==> src/sv/wso_pkg.sv <==
`timescale 1ns / 1ps
`default_nettype none
// ----------------------------------------------------------------------------
// Wheel speed and odometer package
// Shared widths, configuration record, sequencer states and the command and
// status records that join the controller to the datapath.
// ----------------------------------------------------------------------------
package wso_pkg;

  localparam int WINDOW_LEN    = 8;
  localparam int SAMPLE_BITS   = 12;
  localparam int IN_BITS       = 12;
  localparam int POS_BITS      = $clog2(WINDOW_LEN);
  // Width that holds a negated input count and the sample limits alike.
  localparam int VBITS         = ((IN_BITS > SAMPLE_BITS) ? IN_BITS : SAMPLE_BITS) + 1;
  localparam int SUM_BITS      = 16;
  localparam int TOTAL_BITS    = 32;
  localparam int GAIN_BITS     = 24;
  localparam int PER_BITS      = 10;
  localparam int PPC_BITS      = 16;
  localparam int CSCALE_BITS   = 10;
  localparam int SPEED_BITS    = 32;
  localparam int ACC_BITS      = 48;
  localparam int LO_BITS       = 24;
  localparam int LO_PROD_BITS  = LO_BITS + PPC_BITS;
  localparam int MA_BITS       = 33;
  localparam int MB_BITS       = 25;
  localparam int PROD_BITS     = MA_BITS + MB_BITS;
  localparam int CMQ_BITS      = PROD_BITS - 16;
  localparam int DQ_BITS       = 42;
  localparam int IN_DATA_BITS  = 2 * IN_BITS;
  localparam int OUT_DATA_BITS = 2 * SUM_BITS + 9 * SPEED_BITS;
  localparam int CFG_ADDR_BITS = 5;
  localparam int CFG_DATA_BITS = 32;

  typedef logic signed [SAMPLE_BITS-1:0] sample_t;
  typedef logic signed [SUM_BITS-1:0]    sum_t;

  typedef enum logic [2:0] {
    REG_RIGHT_INVERT,
    REG_LEFT_INVERT,
    REG_RIGHT_GAIN,
    REG_LEFT_GAIN,
    REG_TICK_PERIOD,
    REG_PULSES_PER_CM,
    REG_CM_SCALE
  } reg_idx_t;

  typedef struct packed {
    logic                   right_invert;
    logic                   left_invert;
    logic [GAIN_BITS-1:0]   right_speed_gain;
    logic [GAIN_BITS-1:0]   left_speed_gain;
    logic [PER_BITS-1:0]    tick_period_ms;
    logic [PPC_BITS-1:0]    pulses_per_cm;
    logic [CSCALE_BITS-1:0] centimetre_scale;
  } cfg_t;

  typedef enum logic [3:0] {
    ST_IDLE,
    ST_MUL_R,
    ST_MUL_L,
    ST_SAT_L,
    ST_CAR,
    ST_CM,
    ST_ACC_L,
    ST_ACC_C,
    ST_RD_LO,
    ST_RD_HI,
    ST_LD_LO,
    ST_LD_HI,
    ST_CD_LO,
    ST_CD_HI,
    ST_CD_FIN,
    ST_DONE
  } state_t;

  typedef enum logic [3:0] {
    MA_RSUM,
    MA_LSUM,
    MA_RSP,
    MA_LSP,
    MA_CAR,
    MA_RACC_LO,
    MA_RACC_HI,
    MA_LACC_LO,
    MA_LACC_HI,
    MA_CACC_LO,
    MA_CACC_HI
  } mul_a_sel_t;

  typedef enum logic [2:0] {
    MB_RGAIN,
    MB_LGAIN,
    MB_PERIOD,
    MB_CSCALE,
    MB_PPC
  } mul_b_sel_t;

  typedef struct packed {
    mul_a_sel_t mul_a;
    mul_b_sel_t mul_b;
    logic       ld_item;
    logic       wr_rsp;
    logic       wr_lsp;
    logic       wr_car;
    logic       wr_racc;
    logic       wr_cm;
    logic       wr_lacc;
    logic       wr_cacc;
    logic       wr_lo;
    logic       wr_rdist;
    logic       wr_ldist;
    logic       wr_cdist;
    logic       ld_out;
  } cmd_t;

  typedef struct packed {
    logic out_busy;
  } sts_t;

endpackage
`default_nettype wire

==> src/sv/wso_ctrl.sv <==
`timescale 1ns / 1ps
`default_nettype none
// ----------------------------------------------------------------------------
// Wheel speed and odometer controller
// Steps one request through the shared multiplier schedule and hands the
// finished result to the output register.
// ----------------------------------------------------------------------------
module wso_ctrl (
  input  wire logic          clk,
  input  wire logic          rst_n,
  input  wire logic          in_tvalid,
  output logic               in_tready,
  input  wire wso_pkg::sts_t sts,
  output wso_pkg::cmd_t      cmd
);

  wso_pkg::state_t state_r, state_nxt;

  always_ff @(posedge clk) begin
    if (!rst_n) begin
      state_r <= wso_pkg::ST_IDLE;
    end else begin
      state_r <= state_nxt;
    end
  end

  always_comb begin
    state_nxt = state_r;
    unique case (state_r)
      wso_pkg::ST_IDLE:   if (in_tvalid) state_nxt = wso_pkg::ST_MUL_R;
      wso_pkg::ST_MUL_R:  state_nxt = wso_pkg::ST_MUL_L;
      wso_pkg::ST_MUL_L:  state_nxt = wso_pkg::ST_SAT_L;
      wso_pkg::ST_SAT_L:  state_nxt = wso_pkg::ST_CAR;
      wso_pkg::ST_CAR:    state_nxt = wso_pkg::ST_CM;
      wso_pkg::ST_CM:     state_nxt = wso_pkg::ST_ACC_L;
      wso_pkg::ST_ACC_L:  state_nxt = wso_pkg::ST_ACC_C;
      wso_pkg::ST_ACC_C:  state_nxt = wso_pkg::ST_RD_LO;
      wso_pkg::ST_RD_LO:  state_nxt = wso_pkg::ST_RD_HI;
      wso_pkg::ST_RD_HI:  state_nxt = wso_pkg::ST_LD_LO;
      wso_pkg::ST_LD_LO:  state_nxt = wso_pkg::ST_LD_HI;
      wso_pkg::ST_LD_HI:  state_nxt = wso_pkg::ST_CD_LO;
      wso_pkg::ST_CD_LO:  state_nxt = wso_pkg::ST_CD_HI;
      wso_pkg::ST_CD_HI:  state_nxt = wso_pkg::ST_CD_FIN;
      wso_pkg::ST_CD_FIN: state_nxt = wso_pkg::ST_DONE;
      wso_pkg::ST_DONE:   if (!sts.out_busy) state_nxt = wso_pkg::ST_IDLE;
      default:            state_nxt = wso_pkg::ST_IDLE;
    endcase
  end

  // Each step names the multiplier operands for this cycle and the register
  // that takes the product registered in the cycle before.
  always_comb begin
    cmd       = '0;
    cmd.mul_a = wso_pkg::MA_RSUM;
    cmd.mul_b = wso_pkg::MB_RGAIN;
    in_tready = 1'b0;
    unique case (state_r)
      wso_pkg::ST_IDLE: begin
        in_tready   = 1'b1;
        cmd.ld_item = in_tvalid;
      end
      wso_pkg::ST_MUL_R: begin
        cmd.mul_a = wso_pkg::MA_RSUM;
        cmd.mul_b = wso_pkg::MB_RGAIN;
      end
      wso_pkg::ST_MUL_L: begin
        cmd.mul_a  = wso_pkg::MA_LSUM;
        cmd.mul_b  = wso_pkg::MB_LGAIN;
        cmd.wr_rsp = 1'b1;
      end
      wso_pkg::ST_SAT_L: cmd.wr_lsp = 1'b1;
      wso_pkg::ST_CAR: begin
        cmd.mul_a  = wso_pkg::MA_RSP;
        cmd.mul_b  = wso_pkg::MB_PERIOD;
        cmd.wr_car = 1'b1;
      end
      wso_pkg::ST_CM: begin
        cmd.mul_a   = wso_pkg::MA_CAR;
        cmd.mul_b   = wso_pkg::MB_CSCALE;
        cmd.wr_racc = 1'b1;
      end
      wso_pkg::ST_ACC_L: begin
        cmd.mul_a = wso_pkg::MA_LSP;
        cmd.mul_b = wso_pkg::MB_PERIOD;
        cmd.wr_cm = 1'b1;
      end
      wso_pkg::ST_ACC_C: begin
        cmd.mul_a   = wso_pkg::MA_CAR;
        cmd.mul_b   = wso_pkg::MB_PERIOD;
        cmd.wr_lacc = 1'b1;
      end
      wso_pkg::ST_RD_LO: begin
        cmd.mul_a   = wso_pkg::MA_RACC_LO;
        cmd.mul_b   = wso_pkg::MB_PPC;
        cmd.wr_cacc = 1'b1;
      end
      wso_pkg::ST_RD_HI: begin
        cmd.mul_a = wso_pkg::MA_RACC_HI;
        cmd.mul_b = wso_pkg::MB_PPC;
        cmd.wr_lo = 1'b1;
      end
      wso_pkg::ST_LD_LO: begin
        cmd.mul_a    = wso_pkg::MA_LACC_LO;
        cmd.mul_b    = wso_pkg::MB_PPC;
        cmd.wr_rdist = 1'b1;
      end
      wso_pkg::ST_LD_HI: begin
        cmd.mul_a = wso_pkg::MA_LACC_HI;
        cmd.mul_b = wso_pkg::MB_PPC;
        cmd.wr_lo = 1'b1;
      end
      wso_pkg::ST_CD_LO: begin
        cmd.mul_a    = wso_pkg::MA_CACC_LO;
        cmd.mul_b    = wso_pkg::MB_PPC;
        cmd.wr_ldist = 1'b1;
      end
      wso_pkg::ST_CD_HI: begin
        cmd.mul_a = wso_pkg::MA_CACC_HI;
        cmd.mul_b = wso_pkg::MB_PPC;
        cmd.wr_lo = 1'b1;
      end
      wso_pkg::ST_CD_FIN: cmd.wr_cdist = 1'b1;
      wso_pkg::ST_DONE:   cmd.ld_out   = !sts.out_busy;
      default: begin
        cmd.mul_a = wso_pkg::MA_RSUM;
        cmd.mul_b = wso_pkg::MB_RGAIN;
      end
    endcase
  end

`ifndef NO_ASSERTIONS
  a_item_starts_schedule: assert property (@(posedge clk) disable iff (!rst_n)
    cmd.ld_item |=> state_r == wso_pkg::ST_MUL_R && !in_tready)
    else $error("accepted request did not start the multiplier schedule");

  a_no_overwrite_of_result: assert property (@(posedge clk) disable iff (!rst_n)
    cmd.ld_out |-> !sts.out_busy)
    else $error("output register loaded while still holding a result");

  a_one_write_per_step: assert property (@(posedge clk) disable iff (!rst_n)
    $onehot0({cmd.wr_rsp, cmd.wr_lsp, cmd.wr_car, cmd.wr_racc, cmd.wr_cm, cmd.wr_lacc,
              cmd.wr_cacc, cmd.wr_lo, cmd.wr_rdist, cmd.wr_ldist, cmd.wr_cdist}))
    else $error("more than one product consumer in one step");

  a_item_reaches_output: assert property (@(posedge clk) disable iff (!rst_n)
    cmd.ld_item |-> ##15 state_r == wso_pkg::ST_DONE)
    else $error("schedule length differs from fifteen steps");
`endif

endmodule
`default_nettype wire

==> config.mk <==
export PLATFORM = sky130hd
export DESIGN_NAME = wso_ctrl
export DESIGN_NICKNAME = d
export VERILOG_FILES = /design/src/sv/wso_pkg.sv /design/src/sv/wso_ctrl.sv
export SDC_FILE = /design/constraint.sdc
export NUM_CORES = 1
export LEC_CHECK = 0
export BUFFER_PORTS_ARGS = -buffer_cell sky130_fd_sc_hd__buf_4
export CORE_AREA = 5 5 42 44
export DETAILED_ROUTE_END_ITERATION = 6
export DIE_AREA = 0 0 47 49
export SYNTH_ARGS = -nofsm -noshare
export SYNTH_HDL_FRONTEND = slang
export SYNTH_SLANG_ARGS = --single-unit
==> constraint.sdc <==
create_clock -name clk -period 1.2 [get_ports clk]
set_input_delay 0.24 -clock clk [delete_from_list [all_inputs] [get_ports clk]]
set_output_delay 0.24 -clock clk [all_outputs]
set_load 0.02 [all_outputs]
==> results of run 1 <==
logic make-up (layout without fill, tap and decap cells):
logic type / count (synthesis) / count (layout) / share of synthesized area, %
AOI/OAI and AO/OA: 14 / 14 / 21.13
buffers and inverters: 9 / 52 / 12.62
DFF: 4 / 4 / 20.19
and+or+nand+nor: 32 / 32 / 46.06
cells in the final DEF (no fill, tap or decap), types with 2 or more instances in the layout:
cell      count
nor2_1        3
buf_6        10
nor3_2        4
dfxtp_2       3
clkbuf_4      3
a21boi_2      2
nor2_2        2
nand2_1       2
nand2b_4      4
nand2_2       2
nand3_1       2
o21ai_0       2
a21oi_1       4
buf_4        37
nand3b_1      3
nor3b_2       2
worst max-delay path by stage:
stage	depth (start not counted)	from	slack (ns)	end
2_1_floorplan	3	state_r[3]$_SDFFE_PN0P_	-0.14	cmd[12]
3_3_place_gp	4	state_r[2]$_SDFFE_PN0P_	-0.11	cmd[17]
3_5_place_dp	4	state_r[2]$_SDFFE_PN0P_	-0.12	cmd[12]
4_1_cts	4	state_r[2]$_SDFFE_PN0P_	-0.34	cmd[17]
5_1_grt	4	state_r[1]$_SDFFE_PN0P_	-0.39	cmd[17]
6_report	4	state_r[1]$_SDFFE_PN0P_	-0.34	cmd[17]
report_power, final:
group | switching [mW] | internal (mW)
combinational | 0.173 | 0.211
sequential | 0.0104 | 0.143
clock | 0.0589 | 0.112
cell type report:
class                   count  area, um^2
clock buffers               3       22.52
repair buffers             48       410.4
multi-input cells          46       404.1
inverters                   1       3.754
well taps                  16       20.02
fillers                   123       452.9
flip-flops and latches      4       87.58
per-layer routing:
layer  vias up  track usage (%)  share of wire (%)
met4         0            8.295                1.4
met1       267            17.11                 37
met3         2            3.321                6.1
met2        19            23.98                 55
li1        294                -                  -
met5         -                0                  0
what timing repair did:
item,in CTS,in global routing
buffers inserted,4,6
gates cloned,0,0
endpoints found under the setup margin,22,23
resized for setup,15,11
pin swaps,5,5
through the flow:
stage | hold slack, ns | std cells | setup WS (ns)
6_report | 0.2721 | 118 | -0.3398
3_3_place_gp | 0.5114 | 105 | -0.1118
4_1_cts | 0.2674 | 112 | -0.3389
2_1_floorplan | 0.3683 | 59 | -0.1391
5_1_grt | 0.2767 | 118 | -0.3860
3_5_place_dp | 0.5091 | 105 | -0.1249
==> results.tsv, run 1 <==
stage	metric	value	unit
outcome	status	finished, violations left	
outcome	failing checks	negative setup slack	
cts	Skew-Pair Late Insertion Delay	0.24	ns
placement	Port Buffer Count	24	
run	Max-Cap Viols	0	
drt	total number of vias	582	
worst_setup_path	CP cell instances	or3b_4 > nand2_2 > o2bb2ai_2 > buf_6	
cts	TritonCTS Buffers	3	
worst_hold_path	Hold Startpoint	rst_n	
cts	clock buffer depth	2	
cts	Root Buffer	clkbuf_4	
placement	dpl cell area	753.2	um^2
sta	Final setup viols	22	
floorplan	Initial Util	28.30	%
floorplan	FP Rows	14	
worst_setup_path	Critical Path AT	1.30	ns
cts	clock-pin transition on the worst setup and hold timing paths	0.04	ns
drt	DR vias/cell	4.932	
logic_synthesis	EDFF count, synth	0	
sta	worst setup margin	-0.3398	ns
worst_setup_path	critical path type	flip-flop to primary output	
worst_setup_path	R2R Path Start	state_r[2]$_SDFFE_PN0P_	
grt	initial antenna violation count	0	
finish	post-route cell area	948.4	um^2
drt	aggregate routed wire length	1539	um
logic_synthesis	post-synthesis instance total	59	
logic_synthesis	Avg Synthesized Cell Area	6.723	um^2
worst_setup_path	Startpoint Class	flip-flop	
worst_setup_path	Crit path max-delay family	simple AND/OR/NAND/NOR gates	
drt	DRC violations left	0	
worst_setup_path	worst-path fanout max	3	
drt	Final ANT Viol Nets	0	
power	power density over cell area	747.7	mW/mm^2
sta	Max Clock Skew	0.003595	ns
logic_synthesis	Synth area leader	dfxtp_1	
worst_hold_path	hold depth	2	
logic_synthesis	Most used DFF post-synth	dfxtp_1	
logic_synthesis	largest cells by area after synthesis	dfxtp_1 20%, buf_2 8.8%, nand2b_1 7.9%	
drt	DRT Pass-1 Iters	4	
logic_synthesis	post-synth top area share	20.19	%
logic_synthesis	top-count cell post-synth	buf_2	
finish	area delta synth->final	139.1	%
sta	fmax	649.4	MHz
finish	Top Registers	state_r x4	
cts	CTS Hold Bufs	0	
cts	H-tree lvl count	1	
logic_synthesis	syn nets	63	
cts	CTS tree	done	
sta	RSZ-0062 raised after global routing	true	
finish	Core Util, Final	67.68	%
worst_hold_path	worst min-delay path endpoint	state_r[3]$_SDFFE_PN0P_	
sta	worst relative slew slack	82.67	%
grt	first-pass GRT wire length	2518	um
floorplan	Die Span X	47	um
cts	clock tree sinks	4	
worst_setup_path	CP max stage delay	0.41	ns
placement	global placement routability congestion	0.7392	
worst_setup_path	slowest stage cell, crit path	or3b_4	
floorplan	# IOs	25	
floorplan	core area	0.001401	mm^2
logic_synthesis	Yosys cell types	22	
power	total chip power	0.7091	mW
grt	vias in the first global route	548	
worst_hold_path	HP Class	input pin to flip-flop	
sta	worst-margin pin slew	0.2581	ns
worst_setup_path	Crit. End Element	primary output	
grt	largest net degree at the start of global routing	20	
placement	DP HPWL	1005	um
power	peak supply drop	0.5796	mV
floorplan	die height	49	um
worst_setup_path	WP buf/inv	1	
worst_setup_path	internal reg-to-reg setup slack	-0.30	ns
sta	min Tclk post-route	1.540	ns
worst_setup_path	worst r2r path cells	6	
drt	DR iter-0 viols	3	
logic_synthesis	YS warnings	0	
finish	Final nets	108	
sta	Pins Over Slew Limit	0	
finish	share of cells above drive strength 1	77.45	%
grt	Total GRT Usage	14.85	%
finish	n_diodes	0	
logic_synthesis	Cell Area, Synth	396.6	um^2
sta	Fin Setup TNS	-4.956	ns
sta	fin crit share	128.3	%
grt	global route total overflow	0	
floorplan	total die area	0.002303	mm^2
finish	largest register by flop count	state_r	
worst_setup_path	Worst Path Required	0.96	ns
drt	DR WL/cell	13.04	um
sta	Final Hold Viols	0	
logic_synthesis	post-synthesis register bit count	4	
logic_synthesis	register area share after synthesis	20.19	%
logic_synthesis	top cells by count, synth	7 x buf_2, 5 x a21oi_1, 5 x nand2b_1, 5 x nor2_1	
finish	max reg flops	4	
worst_setup_path	Reg-to-Reg End	state_r[0]$_SDFFE_PN0P_	
logic_synthesis	Synth async-reset ratio	0	%
power	leakage	0.4388	nW
No activity file was read; power rests on OpenSTA's default activity.
==> run 2: changes to the inputs <==
- PLACE_DENSITY: default -> 0.63
- clock period: 1.2 -> 1.3 ns (I/O delays scaled with it)
==> run 2 against run 1 <==
Net effect: the flow still finishes with violations (negative setup slack); die area stayed put; design area is 0.66% lower; combinational power is 16% lower; critical path type unchanged; critical endpoint unchanged.
==> results.tsv, run 2 (synthesized netlist as in run 1, its figures left out) <==
stage	metric	value	unit
cts	Skew-Pair Late Insertion Delay	0.25	ns
worst_setup_path	internal reg-to-reg setup slack	0.06	ns
worst_hold_path	HP Class	input pin to flip-flop	
worst_setup_path	Worst Path Required	1.04	ns
worst_setup_path	CP max stage delay	0.40	ns
placement	global placement routability congestion	0.7687	
drt	DRC violations left	0	
cts	H-tree lvl count	1	
sta	worst-margin pin slew	0.2100	ns
cts	CTS tree	done	
grt	initial antenna violation count	0	
drt	DR WL/cell	12.68	um
worst_setup_path	WP buf/inv	1	
finish	share of cells above drive strength 1	74.26	%
finish	Sequential Area	87.58	um^2
floorplan	core area	0.001401	mm^2
finish	most frequent cells in the layout	32 x buf_4, 14 x buf_6, 4 x nor2_1, 4 x a21oi_1	
sta	worst relative slew slack	85.89	%
finish	most common cell after layout, fill and taps aside	buf_4	
drt	DRT Pass-1 Iters	4	
placement	Port Buffer Count	24	
grt	global route total overflow	0	
drt	DR iter-0 viols	9	
sta	Final setup viols	21	
outcome	status	finished, violations left	
placement	DP HPWL	1068	um
drt	aggregate routed wire length	1484	um
finish	Top Registers	state_r x4	
power	power density over cell area	667.3	mW/mm^2
cts	clock buffer depth	2	
finish	fill count	113	
cts	clock tree sinks	4	
placement	dpl cell area	748.2	um^2
finish	largest register by flop count	state_r	
worst_setup_path	Startpoint Class	flip-flop	
floorplan	die height	49	um
finish	post-route cell area	942.2	um^2
floorplan	# IOs	25	
worst_setup_path	CP cell instances	or3b_4 > nand2_2 > o2bb2ai_2 > buf_6	
grt	largest net degree at the start of global routing	13	
worst_setup_path	worst-path fanout max	3	
sta	Max Clock Skew	0.01024	ns
power	peak supply drop	0.4765	mV
sta	Pins Over Slew Limit	0	
finish	max reg flops	4	
power	leakage	0.4274	nW
drt	total number of vias	586	
floorplan	total die area	0.002303	mm^2
finish	area delta synth->final	137.5	%
power	total chip power	0.6287	mW
floorplan	Initial Util	28.30	%
grt	first-pass GRT wire length	2373	um
cts	TritonCTS Buffers	3	
worst_setup_path	critical path type	flip-flop to primary output	
worst_setup_path	Crit path max-delay family	simple AND/OR/NAND/NOR gates	
worst_setup_path	Crit. End Element	primary output	
floorplan	Die Span X	47	um
finish	n_diodes	0	
cts	CTS Hold Bufs	0	
sta	RSZ-0062 raised after global routing	true	
placement	Place WS	-0.04958	ns
placement	placed insts	106	
grt	Total GRT Usage	13.93	%
run	Max-Cap Viols	0	
outcome	failing checks	negative setup slack	
drt	DR vias/cell	5.009	
sta	min Tclk post-route	1.560	ns
cts	clock-pin transition on the worst setup and hold timing paths	0.04	ns
finish	Multi-input gate area	395.4	um^2
sta	Final Hold Viols	0	
grt	vias in the first global route	516	
sta	fin crit share	120.0	%
worst_setup_path	Critical Path AT	1.30	ns
drt	Final ANT Viol Nets	0	
sta	fmax	640.9	MHz
finish	Final nets	107	
finish	final non-filler cell total	117	
floorplan	FP Rows	14	
worst_setup_path	slowest stage cell, crit path	or3b_4	
sta	worst setup margin	-0.2603	ns
cts	Root Buffer	clkbuf_4	
## run 2: cell types whose count changed in the layout (fill, tap and decap cells not counted), moves of 2 or more
cell / delta
buf_6: +4
nand2b_1: +2
nand2b_4: -2
nor3b_2: -2
buf_4: -5
## run 2: routing by layer
| metal | share of wire (%) | up-vias | global-route usage [%] |
|---|---|---|---|
| li1 | - | 288 | - |
| met1 | 40 | 280 | 16.67 |
| met2 | 53 | 16 | 23.08 |
| met3 | 5.4 | 2 | 1.845 |
| met4 | 2.0 | 0 | 6.912 |
| met5 | 0 | - | 0 |
## run 2: cell type report
class                           instances  share of cell area (%)
Tap cell                               16                   2.125
Sequential cell                         4                   9.296
Clock buffer                            3                   2.390
Timing Repair Buffer                   47                   43.82
Inverter                                1                  0.3984
Multi-Input combinational cell         46                   41.97
## run 2: path summary, 6_finish.rpt
path	start	to	cells after the start
worst max-delay path	state_r[0]$_SDFFE_PN0P_	cmd[17]	4
worst min-delay path	rst_n	state_r[0]$_SDFFE_PN0P_	3
worst max register to register	state_r[3]$_SDFFE_PN0P_	state_r[0]$_SDFFE_PN0P_	4
worst min register to register	state_r[0]$_SDFFE_PN0P_	state_r[0]$_SDFFE_PN0P_	2
## run 2: power by group
part / leakage, nW / switching, mW / total [mW] / internal, mW
Combinational: 0.379 / 0.154 / 0.323 / 0.169
Clock: 0.0138 / 0.0605 / 0.164 / 0.104
Sequential: 0.0347 / 0.00920 / 0.141 / 0.132
Total: 0.427 / 0.224 / 0.629 / 0.405
## run 2: repair_timing
action / 4_1_cts / 5_1_grt
resized for setup: 17 / 16
setup endpoints to repair: 21 / 21
setup buffers: 6 / 2
pin swaps: 6 / 5
## run 2: worst register-to-register path: stages, from the launching register on
cell and delay [ns]:
dfxtp_4 0.36, buf_6 0.13, or4_1 0.51, nand3_1 0.09, a21oi_1 0.04
## run 2: stage by stage
| stage | TNS, ns | util, % | hold slack (ns) |
|---|---|---|---|
| after floorplan | -0.2077 | - | 0.3883 |
| after global placement | -0.09471 | 53.39 | 0.5313 |
| after detailed placement | -0.09719 | 53.39 | 0.5312 |
| after CTS | -3.269 | 61.88 | 0.2592 |
| after global routing | -4.443 | 67.23 | 0.2798 |
| final | -3.254 | 67.23 | 0.2678 |
